### src/hw/rtl/lazy_cleared_accumulator_table_defines.svh
// Assertion macros shared by the lazy cleared accumulator table modules.
`ifndef LAZY_CLEARED_ACCUMULATOR_TABLE_DEFINES_SVH
`define LAZY_CLEARED_ACCUMULATOR_TABLE_DEFINES_SVH

`ifndef SYNTH
// Consequent must hold in the same cycle as the antecedent.
`define LCAT_ASSERT_IMPLY(label, clk, rst, ante, cons) \
   label: assert property (@(posedge clk) disable iff (rst) (ante) |-> (cons)) \
      else $error("lcat assertion failed");
// Consequent must hold in the cycle after the antecedent.
`define LCAT_ASSERT_NEXT(label, clk, rst, ante, cons) \
   label: assert property (@(posedge clk) disable iff (rst) (ante) |=> (cons)) \
      else $error("lcat assertion failed");
`else
`define LCAT_ASSERT_IMPLY(label, clk, rst, ante, cons)
`define LCAT_ASSERT_NEXT(label, clk, rst, ante, cons)
`endif

`endif

### src/hw/rtl/lcat_pkg.sv
// Types and constants shared by the lazy cleared accumulator table modules.
`default_nettype none

package lcat_pkg;

   localparam int DOC_W = 16;
   localparam int CNT_W = 16;

   localparam logic [1:0] KIND_CLEAR = 2'd0;
   localparam logic [1:0] KIND_TOUCH = 2'd1;
   localparam logic [1:0] KIND_READ  = 2'd2;

   typedef enum logic [2:0] {
      OP_NONE,
      OP_CLEAR,
      OP_TOUCH,
      OP_TOUCH_NEW,
      OP_READ
   } op_type;

   typedef enum logic [1:0] {
      ST_IDLE,
      ST_RMW,
      ST_SWEEP,
      ST_FIRST
   } state_type;

   typedef struct packed {
      logic latch;
      logic step;
      logic finish;
      logic first;
   } cmd_type;

   typedef struct packed {
      op_type op;
      logic   sweep_last;
   } status_type;

endpackage

`default_nettype wire

### src/hw/rtl/lcat_ctrl.sv
// Controller state machine for the lazy cleared accumulator table.
`default_nettype none

`include "lazy_cleared_accumulator_table_defines.svh"

module lcat_ctrl
   import lcat_pkg::*;
(
   input  wire logic       clock,
   input  wire logic       reset,
   input  wire logic       start,
   input  wire status_type status,
   output logic            busy,
   output cmd_type         cmd
);

   state_type state_ff;
   state_type state_in;

   always_ff @(posedge clock) begin
      if (reset) begin
         state_ff <= ST_IDLE;
      end else begin
         state_ff <= state_in;
      end
   end

   always_comb begin
      state_in = state_ff;
      case (state_ff)
         ST_IDLE: begin
            if (start) begin
               state_in = (status.op == OP_TOUCH_NEW) ? ST_SWEEP : ST_RMW;
            end
         end
         ST_RMW: begin
            state_in = ST_IDLE;
         end
         ST_SWEEP: begin
            if (status.sweep_last) begin
               state_in = ST_FIRST;
            end
         end
         ST_FIRST: begin
            state_in = ST_IDLE;
         end
         default: begin
            state_in = ST_IDLE;
         end
      endcase
   end

   always_comb begin
      cmd  = '0;
      busy = 1'b1;
      case (state_ff)
         ST_IDLE: begin
            busy      = 1'b0;
            cmd.latch = start;
         end
         ST_RMW: begin
            cmd.finish = 1'b1;
         end
         ST_SWEEP: begin
            cmd.step = 1'b1;
         end
         ST_FIRST: begin
            cmd.first = 1'b1;
         end
         default: begin
            cmd = '0;
         end
      endcase
   end

   `LCAT_ASSERT_NEXT(a_sweep_exit, clock, reset, state_ff == ST_SWEEP && status.sweep_last, state_ff == ST_FIRST)
   `LCAT_ASSERT_NEXT(a_one_result, clock, reset, state_ff == ST_RMW || state_ff == ST_FIRST, state_ff == ST_IDLE)

endmodule

`default_nettype wire

### config.mk
export PLATFORM = sky130hd
export DESIGN_NAME = lcat_ctrl
export DESIGN_NICKNAME = d
export VERILOG_FILES = /design/src/hw/rtl/lcat_pkg.sv /design/src/hw/rtl/lcat_ctrl.sv
export VERILOG_INCLUDE_DIRS = /design/src /design/src/hw/rtl
export SDC_FILE = /design/constraint.sdc
export NUM_CORES = 1
export LEC_CHECK = 0
export ABC_AREA = 1
export BUFFER_PORTS_ARGS = -buffer_cell sky130_fd_sc_hd__buf_4
export CAP_MARGIN = 20
export CORE_AREA = 2 2 39 41
export DETAILED_ROUTE_END_ITERATION = 8
export DIE_AREA = 0 0 41 43
export PLACE_DENSITY = 0.42
export SYNTH_ARGS = -nofsm -noshare
export SYNTH_HDL_FRONTEND = slang
export SYNTH_SLANG_ARGS = --single-unit
### constraint.sdc
create_clock -name clock -period 2.2 [get_ports clock]
set_input_delay 0.44 -clock clock [delete_from_list [all_inputs] [get_ports clock]]
set_output_delay 0.44 -clock clock [all_outputs]
set_load 0.005 [all_outputs]
==> impl_metrics.yaml <==
yosys:
  netlist.area_leader.share_pct: 27.12
  synth_edf_count: 0
  yosysWarnings: 0
  synth_area_leader_cell: "dfxtp_1"
  synthArstFlopShare_pct: 0
  syn_nets: 30
  ys_types: 11
  syn-cell-area_um2: 147.6
  synthTopCellsByArea: "dfxtp_1 (27%), inv_1 (15%), nand2_1 (13%)"
  synth_most_common_cell: "inv_1"
  ys_top_cells_by_count: "inv_1 (6), nand2_1 (5), dfxtp_1 (2), nand3_1 (2), nor2_1 (2)"
  syn_inst: 23
  postSynthAreaPerCell_um2: 6.419
  seq_area_frac_synth_pct: 27.12
  ys_ff_latch: 2
  synth-main-ff-cell: "dfxtp_1"
layout:
  fin_nets: 46
  nFillCells: 160
  multiInputGateArea_um2: 81.33
  largest_register: "state_ff"
  instances_no_fill: 53
  area_delta_synth_final_pct: 84.75
  largest_reg_flops: 2
  reg_top3: "state_ff (2)"
  n_antenna_cell: 0
  regArea_um2: 40.04
  drive_gt1_share_pct: 54.05
clocking:
  cts_root_buffer: "clkbuf_4"
  cts_max_level: 1
  post-cts-setup-buffer-count: 0
  cts_made_buffers: 3
  clock_latency_ps: 230
  clk_pin_slew_worst_paths_ps: 30
  cts_resized: 0
  clockBufferDepth: 2
  cts_tree: "yes"
  clock-sinks: 2
  postCtsHoldBufs: 0
pwr:
  p_leak_nw: 0.1593
  total_power_mw: 0.1547
  ir_drop_mv: 0.1308
  powerDensity_nw_per_um2: 567.2
timing:
  skew_ps: 0.9583
  finalHoldWorstSlack_ps: 382.9
  finalWorstPathRequiredPeriod_ps: 1388
  min_period_over_period_pct: 63.10
  fin_ws_ps: 811.7
  finalHoldViolCount: 0
  worst_pin_slew_ps: 227.8
  slew_violations: 0
  setup_viol_count_final: 0
  final.setup.tns_ps: 0
  fmax_mhz: 720.3
  max_slew_margin_pct: 84.79
  rsz0062_at_grt: "false"
min_path:
  hp-class: "in -> reg"
  hp-start: "reset"
global_routing:
  grt_max_degree: 7
  grt_pass1_wl_um: 552
  antenna_found_initial: 0
  grt_pass1_vias: 163
  grt_usage_pct: 5.711
  gr-total-overflow: 0
worst_setup_path:
  crit_path_end_kind: "output pin"
  critical_path_class: "reg -> out"
  r2r_start: "state_ff[0]"
  path_max_fanout: 6
  crit_arrival_ps: 950
  critPathRequiredTime_ps: 1760
  start_kind: "flip-flop"
  startpoint: "state_ff[1]"
drt:
  final_antenna_net_count: 0
  wl_um: 364
  drt-pass1-iter-count: 2
  routedWlPerCell_um: 6.868
  vias: 164
  via_per_inst: 3.094
  drc: 0
  dr.first_iter.drc_count: 4
place:
  port_buffers: 11
  dpl.hpwl_um: 280.8
  gp_congestion: 0.5863
  dp_cells: 50
  dp_slack_ps: 979.0
floorplanning:
  die_w_um: 41
  coreArea_um2: 1384
  num_rows: 14
  pin_count: 12
  initial_core_util_pct: 10.67
  die-area_um2: 1763
  dieHeight_um: 43
run_status:
  status: "completed"
run:
  maxCapViolCount: 0
-- routing by layer --
| layer | global-route usage, % | up-vias | wire [µm] |
|---|---|---|---|
| met5 | 0 | - | 0 |
| met4 | 10.00 | 0 | 15 |
| met3 | 3.141 | 2 | 44 |
| met2 | 6.563 | 9 | 160 |
| met1 | 4.792 | 59 | 142 |
| li1 | - | 94 | - |
-- final cells by class --
| type | instances | area share [%] |
|---|---|---|
| timing repair buffer | 11 | 30.28 |
| sequential | 2 | 14.68 |
| multi-input combinational | 14 | 29.82 |
| tap | 16 | 7.339 |
| clock buffer | 3 | 8.257 |
| inverter | 7 | 9.633 |
-- stage by stage --
| stage | cell area, µm² | utilization (%) |
|---|---|---|
| floorplan | 147.6 | - |
| global route | 272.8 | 19.71 |
| finish | 272.8 | 19.71 |
| CTS | 272.8 | 19.71 |
| global placement | 250.2 | 18.08 |
| detailed placement | 250.2 | 18.08 |
-- power breakdown --
| part | leakage (nW) | internal (mW) | switching (mW) | total, mW |
|---|---|---|---|---|
| registers | 0.0164 | 0.0385 | 0.00315 | 0.0416 |
| clock network | 0.0138 | 0.0604 | 0.0231 | 0.0835 |
| logic | 0.129 | 0.0182 | 0.0114 | 0.0296 |
| total | 0.159 | 0.117 | 0.0377 | 0.155 |
-- final timing paths --
| check | to | slack [ps] | cells after the start |
|---|---|---|---|
| setup / recovery | cmd[2] | 810 | 3 |
| hold / removal | state_ff[1] | 380 | 2 |
| setup reg to reg | state_ff[0] | 1320 | 4 |
| hold reg to reg | state_ff[0] | 610 | 2 |
-- critical path, cell delays in order (launching register included) --
cell     delay, ps
dfxtp_1        430
inv_2           80
nor2_4         100
buf_4          110
-- logic make-up (layout without fill, tap and decap cells) --
kind of cell	Yosys count	after routing	synth area share, %
buf+inv	7	21	17.79
simple gates	13	13	49.16
flops	2	2	27.12
compound gates	1	1	5.933
-- cells in the final DEF (no fill, tap or decap), drive strengths merged --
master and count:
buf 11, inv 7, nand2 6, nor2 4
clkbuf 3, nand3 2, dfxtp 2, a21oi 1
nor3b 1
(Power assumes the default switching activity.)
